## config.mk

```make
export PLATFORM = sky130hd
export DESIGN_NAME = line_follow_pd_steering_core
export DESIGN_NICKNAME = d
export VERILOG_FILES = /design/src/design/lfps_pkg.sv /design/src/design/lfps_csr.sv /design/src/design/lfps_ctrl.sv /design/src/design/lfps_dp.sv /design/src/design/line_follow_pd_steering_core.sv
export VERILOG_INCLUDE_DIRS = /design/src /design/src/design
export SDC_FILE = /design/constraint.sdc
export NUM_CORES = 2
export LEC_CHECK = 0
export ABC_AREA = 1
export BUFFER_PORTS_ARGS = -buffer_cell sky130_fd_sc_hd__buf_4
export CORE_MARGIN = 1
export CORE_UTILIZATION = 40
export CTS_CLUSTER_SIZE = 12
export DETAILED_ROUTE_END_ITERATION = 10
export RECOVER_POWER = 25
export SYNTH_ARGS = -nofsm -noshare
export SYNTH_HDL_FRONTEND = slang
export SYNTH_SLANG_ARGS = --single-unit
```

## constraint.sdc

```tcl
create_clock -name clock -period 10.1 [get_ports clock]
set_clock_uncertainty 0.05 [all_clocks]
set_input_delay 1.01 -clock clock [delete_from_list [all_inputs] [get_ports clock]]
set_output_delay 1.01 -clock clock [all_outputs]
set_load 0.02 [all_outputs]
```

## src/design/line_follow_pd_steering_core_defines.svh

```systemverilog
// Assertion helpers shared by the steering core RTL.
`ifndef LINE_FOLLOW_PD_STEERING_CORE_DEFINES_SVH
`define LINE_FOLLOW_PD_STEERING_CORE_DEFINES_SVH

// Condition must hold at every rising clock edge outside reset.
`define LFPS_ASSERT_ALWAYS(label, clk, rst, cond) \
   label: assert property (@(posedge clk) disable iff (rst) (cond)) \
      else $error("assertion failed");

// Antecedent implies consequent on the same edge.
`define LFPS_ASSERT_IMPLY(label, clk, rst, ante, cons) \
   label: assert property (@(posedge clk) disable iff (rst) (ante) |-> (cons)) \
      else $error("implication failed");

`endif

```

## src/design/lfps_pkg.sv

```systemverilog
`default_nettype none
package lfps_pkg;
   localparam int SAMPLE_BITS           = 12;
   localparam int LOST_LIMIT            = 3;
   localparam int SEARCH_TICKS          = 150;
   localparam int SEARCH_PHASE_TICKS    = 25;
   localparam int STRAIGHT_COAST_LIMIT  = 10;
   localparam int ALL_BLACK_COAST_LIMIT = 5;

   localparam int KP_SMALL     = 28;
   localparam int KP_MID       = 20;
   localparam int KP_LARGE     = 14;
   localparam int BRAKE_MAX12  = 96;
   localparam int RATE_Q16     = 6554;
   localparam int SEARCH_STEER = 10;

   localparam int MISS_W   = 4;
   localparam int SEARCH_W = 8;
   localparam int SC_W     = 4;
   localparam int ABC_W    = 3;
   localparam int SPEED_W  = 23;

   // reciprocal constants for constant division
   localparam int PHASE_RECIP  = (1 << 16) / SEARCH_PHASE_TICKS + 1;
   localparam int DIV12_RECIP  = 2731;
   localparam int DIV100_RECIP = 167773;

   localparam logic [SPEED_W-1:0] SPEED_RESET = SPEED_W'(65 << 16);

   localparam int CSR_ADDR_W = 5;

   typedef enum logic [2:0] {
      REG_BLACK_RISE, REG_WHITE_FALL, REG_STRAIGHT_SPEED, REG_CURVE_SPEED,
      REG_STEER_LIMIT, REG_SEARCH_SPEED, REG_LEFT_BALANCE, REG_RIGHT_BALANCE
   } reg_idx_type;

   typedef struct packed {
      logic [11:0] black_rise;
      logic [11:0] white_fall;
      logic [6:0]  straight_speed;
      logic [6:0]  curve_speed;
      logic [6:0]  steer_limit;
      logic [6:0]  search_speed;
      logic [7:0]  left_balance;
      logic [7:0]  right_balance;
   } cfg_type;

   typedef enum logic [2:0] {
      ST_IDLE, ST_CLASSIFY, ST_LAW, ST_MUL, ST_UPDATE, ST_SCALE, ST_EMIT
   } state_type;

   typedef struct packed {
      logic load;
      logic classify;
      logic law;
      logic mul;
      logic update;
      logic scale;
      logic emit;
   } cmd_type;

   typedef struct packed {
      logic out_free;
   } status_type;
endpackage
`default_nettype wire

```

## src/design/lfps_csr.sv

```systemverilog
`default_nettype none
module lfps_csr (
   input  wire logic                             clock,
   input  wire logic                             reset,
   input  wire logic                             psel,
   input  wire logic                             penable,
   input  wire logic                             pwrite,
   input  wire logic [lfps_pkg::CSR_ADDR_W-1:0]  paddr,
   input  wire logic [31:0]                      pwdata,
   output logic [31:0]                           prdata,
   output logic                                  pready,
   output lfps_pkg::cfg_type                     cfg
);
   import lfps_pkg::*;

   cfg_type     cfg_ff;
   reg_idx_type idx;
   logic        wr_en;

   assign idx    = reg_idx_type'(paddr[CSR_ADDR_W-1:2]);
   assign pready = 1'b1;
   assign wr_en  = psel & penable & pwrite;
   assign cfg    = cfg_ff;

   always_ff @(posedge clock) begin
      if (reset) begin
         cfg_ff.black_rise     <= 12'd750;
         cfg_ff.white_fall     <= 12'd600;
         cfg_ff.straight_speed <= 7'd65;
         cfg_ff.curve_speed    <= 7'd43;
         cfg_ff.steer_limit    <= 7'd35;
         cfg_ff.search_speed   <= 7'd30;
         cfg_ff.left_balance   <= 8'd105;
         cfg_ff.right_balance  <= 8'd100;
      end else if (wr_en) begin
         unique case (idx)
            REG_BLACK_RISE:     cfg_ff.black_rise     <= pwdata[11:0];
            REG_WHITE_FALL:     cfg_ff.white_fall     <= pwdata[11:0];
            REG_STRAIGHT_SPEED: cfg_ff.straight_speed <= pwdata[6:0];
            REG_CURVE_SPEED:    cfg_ff.curve_speed    <= pwdata[6:0];
            REG_STEER_LIMIT:    cfg_ff.steer_limit    <= pwdata[6:0];
            REG_SEARCH_SPEED:   cfg_ff.search_speed   <= pwdata[6:0];
            REG_LEFT_BALANCE:   cfg_ff.left_balance   <= pwdata[7:0];
            REG_RIGHT_BALANCE:  cfg_ff.right_balance  <= pwdata[7:0];
            default: ;
         endcase
      end
   end

   always_comb begin
      unique case (idx)
         REG_BLACK_RISE:     prdata = {20'b0, cfg_ff.black_rise};
         REG_WHITE_FALL:     prdata = {20'b0, cfg_ff.white_fall};
         REG_STRAIGHT_SPEED: prdata = {25'b0, cfg_ff.straight_speed};
         REG_CURVE_SPEED:    prdata = {25'b0, cfg_ff.curve_speed};
         REG_STEER_LIMIT:    prdata = {25'b0, cfg_ff.steer_limit};
         REG_SEARCH_SPEED:   prdata = {25'b0, cfg_ff.search_speed};
         REG_LEFT_BALANCE:   prdata = {24'b0, cfg_ff.left_balance};
         REG_RIGHT_BALANCE:  prdata = {24'b0, cfg_ff.right_balance};
         default:            prdata = '0;
      endcase
   end
endmodule
`default_nettype wire

```

## src/design/lfps_ctrl.sv

```systemverilog
`default_nettype none
module lfps_ctrl (
   input  wire logic                 clock,
   input  wire logic                 reset,
   input  wire logic                 req_tvalid,
   output logic                      req_tready,
   input  wire lfps_pkg::status_type status,
   output lfps_pkg::cmd_type         cmd
);
   import lfps_pkg::*;

   state_type state_ff, state_in;

   always_ff @(posedge clock) begin
      if (reset) state_ff <= ST_IDLE;
      else       state_ff <= state_in;
   end

   always_comb begin
      state_in   = state_ff;
      cmd        = '0;
      req_tready = 1'b0;
      unique case (state_ff)
         ST_IDLE: begin
            req_tready = 1'b1;
            if (req_tvalid) begin
               cmd.load = 1'b1;
               state_in = ST_CLASSIFY;
            end
         end
         ST_CLASSIFY: begin
            cmd.classify = 1'b1;
            state_in     = ST_LAW;
         end
         ST_LAW: begin
            cmd.law  = 1'b1;
            state_in = ST_MUL;
         end
         ST_MUL: begin
            cmd.mul  = 1'b1;
            state_in = ST_UPDATE;
         end
         ST_UPDATE: begin
            cmd.update = 1'b1;
            state_in   = ST_SCALE;
         end
         ST_SCALE: begin
            cmd.scale = 1'b1;
            state_in  = ST_EMIT;
         end
         ST_EMIT: begin
            // hold until the output register is free
            if (status.out_free) begin
               cmd.emit = 1'b1;
               state_in = ST_IDLE;
            end
         end
         default: state_in = ST_IDLE;
      endcase
   end
endmodule
`default_nettype wire

```

## src/design/lfps_dp.sv

```systemverilog
`default_nettype none
module lfps_dp (
   input  wire logic                 clock,
   input  wire logic                 reset,
   input  wire lfps_pkg::cfg_type    cfg,
   input  wire lfps_pkg::cmd_type    cmd,
   output lfps_pkg::status_type      status,
   input  wire logic [47:0]          req_tdata,
   output logic                      rsp_tvalid,
   input  wire logic                 rsp_tready,
   output logic [39:0]               rsp_tdata
);
   import lfps_pkg::*;
   `include "line_follow_pd_steering_core_defines.svh"

   localparam logic signed [6:0] CHAN_WEIGHT [4] = '{7'sd18, 7'sd6, -7'sd6, -7'sd18};

   function automatic logic signed [6:0] div3(input logic signed [6:0] s);
      logic [6:0]  m;
      logic [10:0] p;
      logic [6:0]  q;
      m = s[6] ? 7'(-s) : 7'(s);
      p = 11'(m) * 11'd11;
      q = {2'b0, p[9:5]};
      return s[6] ? $signed(7'(-q)) : $signed(q);
   endfunction

   function automatic logic signed [8:0] drive(input logic signed [18:0] p);
      logic [17:0] m;
      logic [35:0] t;
      logic [11:0] q;
      logic [8:0]  r;
      m = p[18] ? 18'(-p) : 18'(p);
      t = 36'(m) * 36'(DIV100_RECIP);
      q = t[35:24];
      if (p[18]) r = (q > 12'd256) ? 9'h100 : 9'(-q);
      else       r = (q > 12'd255) ? 9'h0ff : q[8:0];
      return $signed(r);
   endfunction

   // per-request payload and tick state
   logic [SAMPLE_BITS-1:0] samp_ff [4];
   logic [3:0]             flags_ff;
   logic signed [5:0]      prev_ff, err_ff;
   logic [MISS_W-1:0]      miss_ff;
   logic [SEARCH_W-1:0]    search_ff;
   logic                   lost_ff, timed_ff, allblack_ff, search_pos_ff;
   logic [SC_W-1:0]        sc_ff;
   logic [ABC_W-1:0]       abc_ff;
   logic [SPEED_W-1:0]     speed_ff;
   logic signed [10:0]     d12_ff;
   logic [23:0]            dmag_ff;
   logic                   dneg_ff;
   logic [36:0]            qmul_ff;
   logic signed [7:0]      steer_ff;
   logic signed [18:0]     prod_l_ff, prod_r_ff;
   logic                   out_valid_ff;
   logic [36:0]            out_ff;

   // classify
   logic [3:0]          flag_n;
   logic signed [6:0]   sum12, quot;
   logic [2:0]          cnt;
   logic                coast;
   logic [MISS_W-1:0]   miss_n;
   logic [SEARCH_W-1:0] search_n;
   logic [SC_W-1:0]     sc_n;
   logic [ABC_W-1:0]    abc_n;
   logic                lost_n;
   logic signed [5:0]   err_n;
   logic [5:0]          prev_abs;

   assign prev_abs = prev_ff[5] ? 6'(-prev_ff) : 6'(prev_ff);

   always_comb begin
      flag_n = flags_ff;
      sum12  = '0;
      for (int i = 0; i < 4; i++) begin
         if (flags_ff[i]) flag_n[i] = !(samp_ff[i] < cfg.white_fall);
         else             flag_n[i] = samp_ff[i] > cfg.black_rise;
         if (flag_n[i]) sum12 = sum12 + CHAN_WEIGHT[i];
      end
      cnt = 3'($countones(flag_n));
      case (cnt)
         3'd1:    quot = sum12;
         3'd2:    quot = sum12 >>> 1;
         3'd3:    quot = div3(sum12);
         default: quot = '0;
      endcase
      miss_n   = miss_ff;
      search_n = search_ff;
      sc_n     = sc_ff;
      abc_n    = abc_ff;
      lost_n   = lost_ff;
      err_n    = prev_ff;
      coast    = 1'b0;
      if (cnt != 3'd0) begin
         miss_n   = '0;
         search_n = '0;
         sc_n     = '0;
         lost_n   = 1'b0;
         if (cnt == 3'd4) begin
            if (abc_ff < ABC_W'(ALL_BLACK_COAST_LIMIT)) begin
               abc_n = abc_ff + 1'b1;
               coast = 1'b1;
            end
         end else begin
            abc_n = '0;
         end
         if (!coast) begin
            // snap to centre when only the inner channels see the line
            if (!flag_n[0] && !flag_n[3] && (flag_n[1] || flag_n[2])) err_n = '0;
            else err_n = quot[5:0];
         end
      end else begin
         abc_n = '0;
         if (prev_abs <= 6'd4 && sc_ff < SC_W'(STRAIGHT_COAST_LIMIT)) begin
            sc_n  = sc_ff + 1'b1;
            err_n = '0;
         end else begin
            if (miss_ff < MISS_W'(LOST_LIMIT)) miss_n = miss_ff + 1'b1;
            if (miss_n >= MISS_W'(LOST_LIMIT)) lost_n = 1'b1;
         end
      end
      if (lost_n && search_n < SEARCH_W'(SEARCH_TICKS)) search_n = search_n + 1'b1;
   end

   // control law
   logic [5:0]         ae;
   logic signed [6:0]  vel;
   logic [5:0]         kp;
   logic signed [8:0]  b4, brake;
   logic signed [10:0] kterm, d12_n;
   logic [6:0]         target;
   logic signed [23:0] delta;
   logic [24:0]        pprod;

   always_comb begin
      ae    = err_ff[5] ? 6'(-err_ff) : 6'(err_ff);
      vel   = {err_ff[5], err_ff} - {prev_ff[5], prev_ff};
      kp    = (ae < 6'd6) ? 6'(KP_SMALL) : ((ae < 6'd12) ? 6'(KP_MID) : 6'(KP_LARGE));
      b4    = {vel, 2'b0};
      brake = '0;
      if (ae <= 6'd7 && ae >= 6'd2 && err_ff != 6'sd0 && prev_ff != 6'sd0 &&
          err_ff[5] == prev_ff[5] && vel != 7'sd0 && vel[6] != err_ff[5] &&
          prev_abs >= 6'd8) begin
         if (b4 > 9'(BRAKE_MAX12))       brake = 9'(BRAKE_MAX12);
         else if (b4 < -9'(BRAKE_MAX12)) brake = -9'(BRAKE_MAX12);
         else                            brake = b4;
      end
      kterm  = $signed({5'b0, kp}) * $signed({{5{err_ff[5]}}, err_ff});
      d12_n  = kterm + $signed({vel[6], vel, 3'b0}) + $signed({{2{brake[8]}}, brake});
      target = (ae >= 6'd12) ? cfg.curve_speed : cfg.straight_speed;
      delta  = $signed({1'b0, target, 16'b0}) - $signed({1'b0, speed_ff});
      pprod  = 25'(search_ff) * 25'(PHASE_RECIP);
   end

   // steer magnitude from the sum in twelfths
   logic [10:0] d12_abs;
   logic [21:0] sprod;
   logic [6:0]  smag;
   logic [36:0] qround;
   logic [7:0]  base;
   logic [23:0] base_sum;
   logic signed [9:0] lx, rx, sdir;

   always_comb begin
      d12_abs  = d12_ff[10] ? 11'(-d12_ff) : 11'(d12_ff);
      sprod    = 22'(d12_abs) * 22'(DIV12_RECIP);
      smag     = (sprod[21:15] > cfg.steer_limit) ? cfg.steer_limit : sprod[21:15];
      qround   = qmul_ff + 37'd32768;
      base_sum = 24'(speed_ff) + 24'd32768;
      base     = base_sum[23:16];
      sdir     = search_pos_ff ? 10'(SEARCH_STEER) : -10'(SEARCH_STEER);
      if (lost_ff) begin
         lx = $signed({3'b0, cfg.search_speed}) + sdir;
         rx = $signed({3'b0, cfg.search_speed}) - sdir;
      end else begin
         lx = $signed({2'b0, base}) + $signed({{2{steer_ff[7]}}, steer_ff});
         rx = $signed({2'b0, base}) - $signed({{2{steer_ff[7]}}, steer_ff});
      end
   end

   logic signed [8:0] left_n, right_n;
   assign left_n  = timed_ff ? 9'sd0 : drive(prod_l_ff);
   assign right_n = timed_ff ? 9'sd0 : drive(prod_r_ff);

   always_ff @(posedge clock) begin
      if (cmd.load) begin
         samp_ff[0] <= req_tdata[11:0];
         samp_ff[1] <= req_tdata[23:12];
         samp_ff[2] <= req_tdata[35:24];
         samp_ff[3] <= req_tdata[47:36];
      end
      if (cmd.law) begin
         d12_ff        <= d12_n;
         dmag_ff       <= delta[23] ? 24'(-delta) : 24'(delta);
         dneg_ff       <= delta[23];
         search_pos_ff <= (!pprod[16]) == (!prev_ff[5]);
      end
      if (cmd.mul) begin
         qmul_ff  <= 37'(dmag_ff) * 37'(RATE_Q16);
         steer_ff <= d12_ff[10] ? 8'(-{1'b0, smag}) : {1'b0, smag};
      end
      if (cmd.scale) begin
         prod_l_ff <= $signed({{9{lx[9]}}, lx}) * $signed({11'b0, cfg.left_balance});
         prod_r_ff <= $signed({{9{rx[9]}}, rx}) * $signed({11'b0, cfg.right_balance});
      end
      if (cmd.emit) begin
         out_ff <= {search_ff, miss_ff[1:0], allblack_ff, timed_ff, lost_ff,
                    err_ff, right_n, left_n};
      end
   end

   always_ff @(posedge clock) begin
      if (reset) begin
         flags_ff     <= '0;
         prev_ff      <= '0;
         err_ff       <= '0;
         miss_ff      <= '0;
         search_ff    <= '0;
         lost_ff      <= 1'b0;
         timed_ff     <= 1'b0;
         allblack_ff  <= 1'b0;
         sc_ff        <= '0;
         abc_ff       <= '0;
         speed_ff     <= SPEED_RESET;
         out_valid_ff <= 1'b0;
      end else begin
         if (cmd.classify) begin
            flags_ff    <= flag_n;
            miss_ff     <= miss_n;
            search_ff   <= search_n;
            lost_ff     <= lost_n;
            sc_ff       <= sc_n;
            abc_ff      <= abc_n;
            err_ff      <= err_n;
            allblack_ff <= (cnt == 3'd4);
            timed_ff    <= lost_n && (search_n >= SEARCH_W'(SEARCH_TICKS));
         end
         if (cmd.law && !lost_ff) prev_ff <= err_ff;
         if (cmd.update && !lost_ff) begin
            speed_ff <= dneg_ff ? speed_ff - SPEED_W'(qround[36:16])
                                : speed_ff + SPEED_W'(qround[36:16]);
         end
         if (cmd.emit)      out_valid_ff <= 1'b1;
         else if (rsp_tready) out_valid_ff <= 1'b0;
      end
   end

   assign status.out_free = !out_valid_ff || rsp_tready;
   assign rsp_tvalid      = out_valid_ff;
   assign rsp_tdata       = {3'b0, out_ff};

   `LFPS_ASSERT_IMPLY(a_search_only_lost, clock, reset, !lost_ff, search_ff == '0)
   `LFPS_ASSERT_ALWAYS(a_search_sat, clock, reset, search_ff <= SEARCH_W'(SEARCH_TICKS))
   `LFPS_ASSERT_ALWAYS(a_miss_sat, clock, reset, miss_ff <= MISS_W'(LOST_LIMIT))
   `LFPS_ASSERT_IMPLY(a_timed_lost, clock, reset, timed_ff, lost_ff)
endmodule
`default_nettype wire

```

## src/design/line_follow_pd_steering_core.sv

```systemverilog
// An accepted request walks the shared controller through six datapath steps in order
// (classify, control law, multiply, filter update, wheel scale, emit); emit waits for a
// free output register and sets rsp_tvalid. No new request is taken until the walk ends.
// The output register frees the block as soon as the result is loaded.
// Reset (synchronous, active high): registers to defaults, channels white,
// history and counters zero, smoothed speed at the default straight speed.
`default_nettype none
module line_follow_pd_steering_core (
   input  wire logic                             clock,
   input  wire logic                             reset,
   // request: [11:0] sample_right_outer, [23:12] sample_right_inner,
   //          [35:24] sample_left_inner, [47:36] sample_left_outer
   input  wire logic                             req_tvalid,
   output logic                                  req_tready,
   input  wire logic [47:0]                      req_tdata,
   // response: [8:0] left_drive, [17:9] right_drive, [23:18] line_error,
   //           [24] line_lost, [25] search_timed_out, [26] all_black,
   //           [28:27] miss_count, [36:29] search_ticks, [39:37] zero
   output logic                                  rsp_tvalid,
   input  wire logic                             rsp_tready,
   output logic [39:0]                           rsp_tdata,
   // register port
   input  wire logic                             psel,
   input  wire logic                             penable,
   input  wire logic                             pwrite,
   input  wire logic [lfps_pkg::CSR_ADDR_W-1:0]  paddr,
   input  wire logic [31:0]                      pwdata,
   output logic [31:0]                           prdata,
   output logic                                  pready
);
   import lfps_pkg::*;

   cfg_type    cfg;
   cmd_type    cmd;
   status_type status;

   // register bank; the user must write it only while the block is idle (not enforced here)
   lfps_csr u_csr (
      .clock   (clock),
      .reset   (reset),
      .psel    (psel),
      .penable (penable),
      .pwrite  (pwrite),
      .paddr   (paddr),
      .pwdata  (pwdata),
      .prdata  (prdata),
      .pready  (pready),
      .cfg     (cfg)
   );

   // sequence the datapath one step per cycle, holding in emit until the output is free
   lfps_ctrl u_ctrl (
      .clock      (clock),
      .reset      (reset),
      .req_tvalid (req_tvalid),
      .req_tready (req_tready),
      .status     (status),
      .cmd        (cmd)
   );

   // thresholds, error shaping, PD law, speed filter and wheel scaling
   lfps_dp u_dp (
      .clock      (clock),
      .reset      (reset),
      .cfg        (cfg),
      .cmd        (cmd),
      .status     (status),
      .req_tdata  (req_tdata),
      .rsp_tvalid (rsp_tvalid),
      .rsp_tready (rsp_tready),
      .rsp_tdata  (rsp_tdata)
   );
endmodule
`default_nettype wire

```

Word level (Yosys, flattened, before mapping)
Memory sizes are Yosys's and may differ from the RTL's.
Cells that the tools add are included.
- shift-type cells: 0
- multipliers: 9
- eq/ne operators: 24
- reductions and logical operators: 46
- mux-type cells: 75
- order comparisons: 28
- bitwise logic cells: 2
- divide/modulo/power cells: 0
- add/subtract/negate cells: 33
- operators with widths (kind ; number):
    32-bit case mux with 8 select lines ; 1
    9-bit two-way mux ; 9
    18-bit by 18-bit multiplier with 36-bit output, second input constant ; 2
    7-bit two-way mux ; 7
    12-bit greater-than comparator ; 4
    12-bit < comparator ; 4
    6-bit two-way mux ; 8
    23-bit two-way mux ; 2
    10-bit by 9-bit multiplier with 19-bit output ; 2
    37-bit by 16-bit adder with 37-bit output, second input constant ; 1
    24-bit by 12-bit multiplier with 36-bit output, second input constant ; 1
    18-bit two-way mux ; 2
    18-bit negator ; 2
    10-bit two-way mux ; 3
    4-bit two-way mux ; 7
    23-bit by 16-bit adder with 24-bit output, second input constant ; 1
    3-bit equality test, second input constant ; 8
    12-bit by 8-bit greater-than comparator with 1-bit output, second input constant ; 2
    12-bit by 9-bit greater-than comparator with 1-bit output, second input constant ; 2
    1-bit two-way mux ; 24
    24-bit negator ; 1
    2-bit AND reduction ; 12
    23-bit by 23-bit subtractor with 24-bit output ; 1
    23-bit by 21-bit adder with 23-bit output ; 1
    other kinds (62) ; 110
- memories: 1
- bits of input ports: 92
- ROM bits: 0
- word-level logic and storage cells: 251
- bits in latches: 0
- bits in registers: 289
- RAM bits: 48
- memories (memory ; depth ; width ; read ports ; clocked after Yosys merged registers in ; write ports ; RTL line ; source):
    u_dp.samp_ff ; 4 ; 12 ; 4 ; 0 ; 4 ; lfps_dp.sv:42 ; logic [SAMPLE_BITS-1:0] samp_ff [4];

Longest topological paths before layout
An unclocked memory read counts as a cell.
- depth after elaboration: 20
- gate-level depth with buffers: 45

By module
A second synthesis with hierarchy kept.
- cell total of the unflattened synthesis: 5777
- area total of the unflattened synthesis: 49068.3 µm²
- modules (own cells, without submodules) (module ; seq. area each (µm²) ; cells each ; instances ; area each (µm²)):
    lfps_dp ; 6916.6 ; 5265 ; 1 ; 45631.3
    lfps_csr ; 1361.3 ; 479 ; 1 ; 3254.4
    lfps_ctrl ; 60.1 ; 33 ; 1 ; 182.7

Least setup slack after synthesis
Ideal clock, no wire load.
- path type: register to register
- from: register u_dp.prod_l_ff[0]
- to: register u_dp.out_ff[5], data pin
- stages on the path, launching flop included: 37
- arrival time: 7.620 ns
- required time: 9.903 ns
- period minus slack after synthesis: 7.817 ns
- path slack: 2.283 ns
- cell sequence: edfxtp_1 > inv_1 > ha_1 > inv_1 > nor3_1 > inv_1 > nor3_1 > nand2_1 > nor2_1 > nand3_1 > o21ai_0 > o21a_1 > xor2_1 > inv_1 > ha_1 > fa_1 > fa_1 > fa_1 > inv_1 > fa_1 > inv_1 > fa_1 > ha_1 > nand4_1 > nor3_1 > nand3_1 > nand3_1 > nand3_1 > nand2_1 > a21oi_1 > o31ai_1 > xor2_1 > nor2_1 > nand2_1 > o31ai_2 > nand2_1 > a21oi_1
- cells in the longest elaborated chain, start to end: 6
- elaborated cells on any way between the ends: 9
- RTL lines (what ; RTL line ; source):
    from (decl) ; lfps_dp.sv:56 ; logic signed [18:0] prod_l_ff, prod_r_ff;
    from (signal assigned) ; lfps_dp.sv:206 ; prod_l_ff <= $signed({{9{lx[9]}}, lx}) * $signed({11'b0, cfg.left_balance});
    18-bit negator ; lfps_dp.sv:33 ; m = p[18] ? 18'(-p) : 18'(p);
    18-bit two-way mux * ; lfps_dp.sv:33 ;
    18-bit by 18-bit multiplier with 36-bit output * ; lfps_dp.sv:34 ; t = 36'(m) * 36'(DIV100_RECIP);
    12-bit by 8-bit greater-than comparator with 1-bit output (tied with other cells) ; lfps_dp.sv:37 ; else r = (q > 12'd255) ? 9'h0ff : q[8:0];
    9-bit two-way mux, on equally long branches ; lfps_dp.sv:37, lfps_dp.sv:36 ;
    9-bit two-way mux * ; lfps_dp.sv:36 ; if (p[18]) r = (q > 12'd256) ? 9'h100 : 9'(-q);
    to (signal assigned) ; lfps_dp.sv:210 ; out_ff <= {search_ff, miss_ff[1:0], allblack_ff, timed_ff, lost_ff,
    to (decl) ; lfps_dp.sv:58 ; logic [36:0] out_ff;
Every way passes the cells marked *; elsewhere a longest branch is shown, timed or not.
A chain may end at the register's enable or synchronous reset.

Worst setup path after layout
- from: register u_dp.prod_l_ff[0]
- to: register u_dp.out_ff[6], data pin
The elaborated chain is that of the path after synthesis.

==> impl_metrics.yaml <==
place:
  io_buffers: 120
  globalplace.congestion: 0.895
  hpwlAfterDp_um: 95100
  dp_cells: 7260
  dpl_cell_area_sq_um: 51100
route:
  routedWlPerCell_um: 15.3
  drc_errors: 0
  wl_met2_um: 52300
  wl_met3_um: 4370
  via_per_inst: 4.87
  drtPass1Iterations: 6
  via_count: 35800
  routed_wirelength_um: 112000
  highest-signal-layer: "met5"
  drtIter0Drc: 1756
  met1Wirelength_um: 52100
  drtAntennaViolNets: 0
yosys:
  ys_ff_latch: 322
  syn-cell-area_sq_um: 48400
  synthArstFlopShare: 0
  synth.avg_cell_area_sq_um: 8.68
  yosys_warnings: 0
  synth_edf_count: 189
  netlist.area_leader.share: 0.235
  ys.flop_type: "edfxtp_1"
  yosysSeqAreaShare: 0.172
  synthCells: 5574
  synth_top_cells_by_area: "fa_1, ha_1, edfxtp_1"
  netlist-cell-type-count: 69
  yosysTopAreaCell: "fa_1"
floorplan:
  core_area_sq_um: 120000
  io_pins: 167
  start_util: 0.403
  die_area_sq_um: 122000
  fp-row-count: 127
  die_h_um: 350
  fp.dieW_um: 350
critical_path:
  r2r_cells: 34
  critPathRequiredTime_ps: 10440
  critPathCaptureType: "flop"
  crit_fanout: 8
  worstSetupPathType: "flop to flop"
  arrival_ps: 9330
  crit_slowest_cell: "o31ai_2"
  startpoint_type: "flop"
  crit_path_frequent_cell: "inv_1"
  critical_path.max_stage_delay_ps: 600
timing:
  fmax_mhz: 111
  finalHoldViolations: 0
  totalNegativeSetupSlack_ps: 0
  finalCritPeriodShare: 0.890
  layout_min_cycle_time_ps: 8990
  rsz0062_at_grt: "false"
  maxSlewHeadroom: -1.35
  hold_slack_ps: 382
  final-setup-viol-count: 0
  drv_slew: 203
  worstMarginPinSlew_ps: 3520
run_status:
  status: "finished, violations left"
  failed_checks: "capacitance limit, slew limit"
clocking:
  path_clk_slew_ps: 60
  clk_latency_ps: 640
  htree_levels: 2
  clk_path_buf_depth: 3
  cts_resized: 0
  cts_hold_buf: 0
  cts_tree: "built"
  cts-root-buf: "clkbuf_16"
  post_cts_buffers: 0
  cts.sinks: 322
  numCtsBuffers: 42
worst_hold_path:
  holdPathStages: 2
  hold_path.class: "flop to flop"
global_route:
  grt_pass1_wl_um: 186000
  antenna_found_initial: 1
  grt.overflow.total: 0
  grt_max_degree: 74
  grt_usage: 0.189
  grt_pass1_vias: 36600
cells_and_area:
  multi_input_area_sq_um: 34700
  nNetsFinal: 7213
  drive_gt1_frac: 0.0454
  fin_cells: 7337
  fin_area_sq_um: 52500
  fill_cells: 11800
  area_delta_synth_final_pct: 8.65
  antennaDiodeCount: 0
  register_area_sq_um: 8340
job:
  drv_cap: 4
[metal layers]
metal	track usage	vias to the layer above
met1	0.254	17100
met3	0.0210	152
met4	0.0572	2
met5	0	-
li1	-	17900
met2	0.320	599
[cell usage after synthesis (7+ instances only)]
master,count
inv_1,1334
nor2_1,384
o21a_1,8
a211oi_1,11
nand3_1,135
a21o_1,18
o21bai_1,22
o211ai_1,24
o221ai_1,7
nand3b_1,7
fa_1,568
or2_2,13
ha_1,861
o31ai_1,17
a221oi_1,14
nand4_1,40
a21oi_1,353
a31oi_1,9
nor4_1,7
buf_4,25
xnor2_1,61
dfxtp_1,133
nand2_2,8
o22ai_1,22
nand2_1,644
nor3_1,69
o21ai_0,247
clkbuf_1,53
edfxtp_1,189
xor2_1,208
[logic make-up (layout without fill, tap and decap cells)]
family,after synthesis,count (layout),synth area share
adders and majority gates,1429,1429,0.458
buffers and inverters,1429,1558,0.113
and+or+nand+nor,1342,1342,0.117
AOI/OAI and AO/OA,780,780,0.0903
DFF,322,322,0.172
xor gates and xnor gates,269,269,0.0487
other,2,24,0.000155
muxes,1,1,0.000233
[layout by cell type, fill, tap and decap left out, types with 9 or more instances in the layout]
cell / synthesis / layout
a211oi_1: 11 / 11
a21o_1: 18 / 18
a21oi_1: 353 / 353
a221oi_1: 14 / 14
a31oi_1: 9 / 9
buf_4: 25 / 85
clkbuf_1: 53 / 16
clkbuf_16: 0 / 45
clkbuf_4: 0 / 46
conb_1: 2 / 24
dfxtp_1: 133 / 133
edfxtp_1: 189 / 189
fa_1: 568 / 568
ha_1: 861 / 861
inv_1: 1334 / 1334
nand2_1: 644 / 644
nand3_1: 135 / 135
nand4_1: 40 / 40
nor2_1: 384 / 382
nor3_1: 69 / 67
o211ai_1: 24 / 24
o21ai_0: 247 / 247
o21bai_1: 22 / 22
o22ai_1: 22 / 22
o31ai_1: 17 / 17
or2_2: 13 / 13
xnor2_1: 61 / 61
xor2_1: 208 / 208
[path summary, 6_finish.rpt]
check / start / to / slack, ps
max reg2reg: u_dp.prod_l_ff[0] / u_dp.out_ff[6] / 1110
min: u_dp.miss_ff[2] / u_dp.miss_ff[2] / 380
max: u_dp.prod_l_ff[0] / u_dp.out_ff[6] / 1110
min reg2reg: u_dp.miss_ff[2] / u_dp.miss_ff[2] / 380
[stage by stage]
step	worst slack, ps	util
3_3_place_gp	1270	0.426
6_report	1110	0.438
3_5_place_dp	1130	0.426
4_1_cts	1100	0.438
5_1_grt	258	0.438
2_1_floorplan	2280	-
[sequential cells by signal, summed over array words and instances (netlist names), 6 cells and up]
register / flops
u_csr.cfg: 68
u_dp.samp_ff: 48
u_dp.out_ff: 37
u_dp.dmag_ff: 24
u_dp.speed_ff: 23
u_dp.qmul_ff: 22
u_dp.prod_l_ff: 19
u_dp.prod_r_ff: 19
u_dp.d12_ff: 10
u_dp.search_ff: 8
u_dp.steer_ff: 8
u_dp.err_ff: 6
u_dp.prev_ff: 6
[final cells by class]
class / instances / share of cell area
multi-input combinational: 3845 / 0.660
sequential: 322 / 0.159
inverter: 1342 / 0.0959
tap: 1612 / 0.0384
clock buffer: 56 / 0.0229
timing repair buffer: 139 / 0.0192
clock inverter: 21 / 0.00524
[critical path, delay by kind of cell (launching register included)]
| kind | cells | cell delay [ps] |
|---|---|---|
| compound gates | 6 | 1730 |
| fa+ha+maj | 9 | 3520 |
| flops | 1 | 560 |
| buf+inv | 7 | 750 |
| simple gates | 10 | 1570 |
| xor+xnor | 2 | 610 |
Power is not shown: default switching activity piles up to over one toggle a cycle in this logic, so the estimate is an artifact.
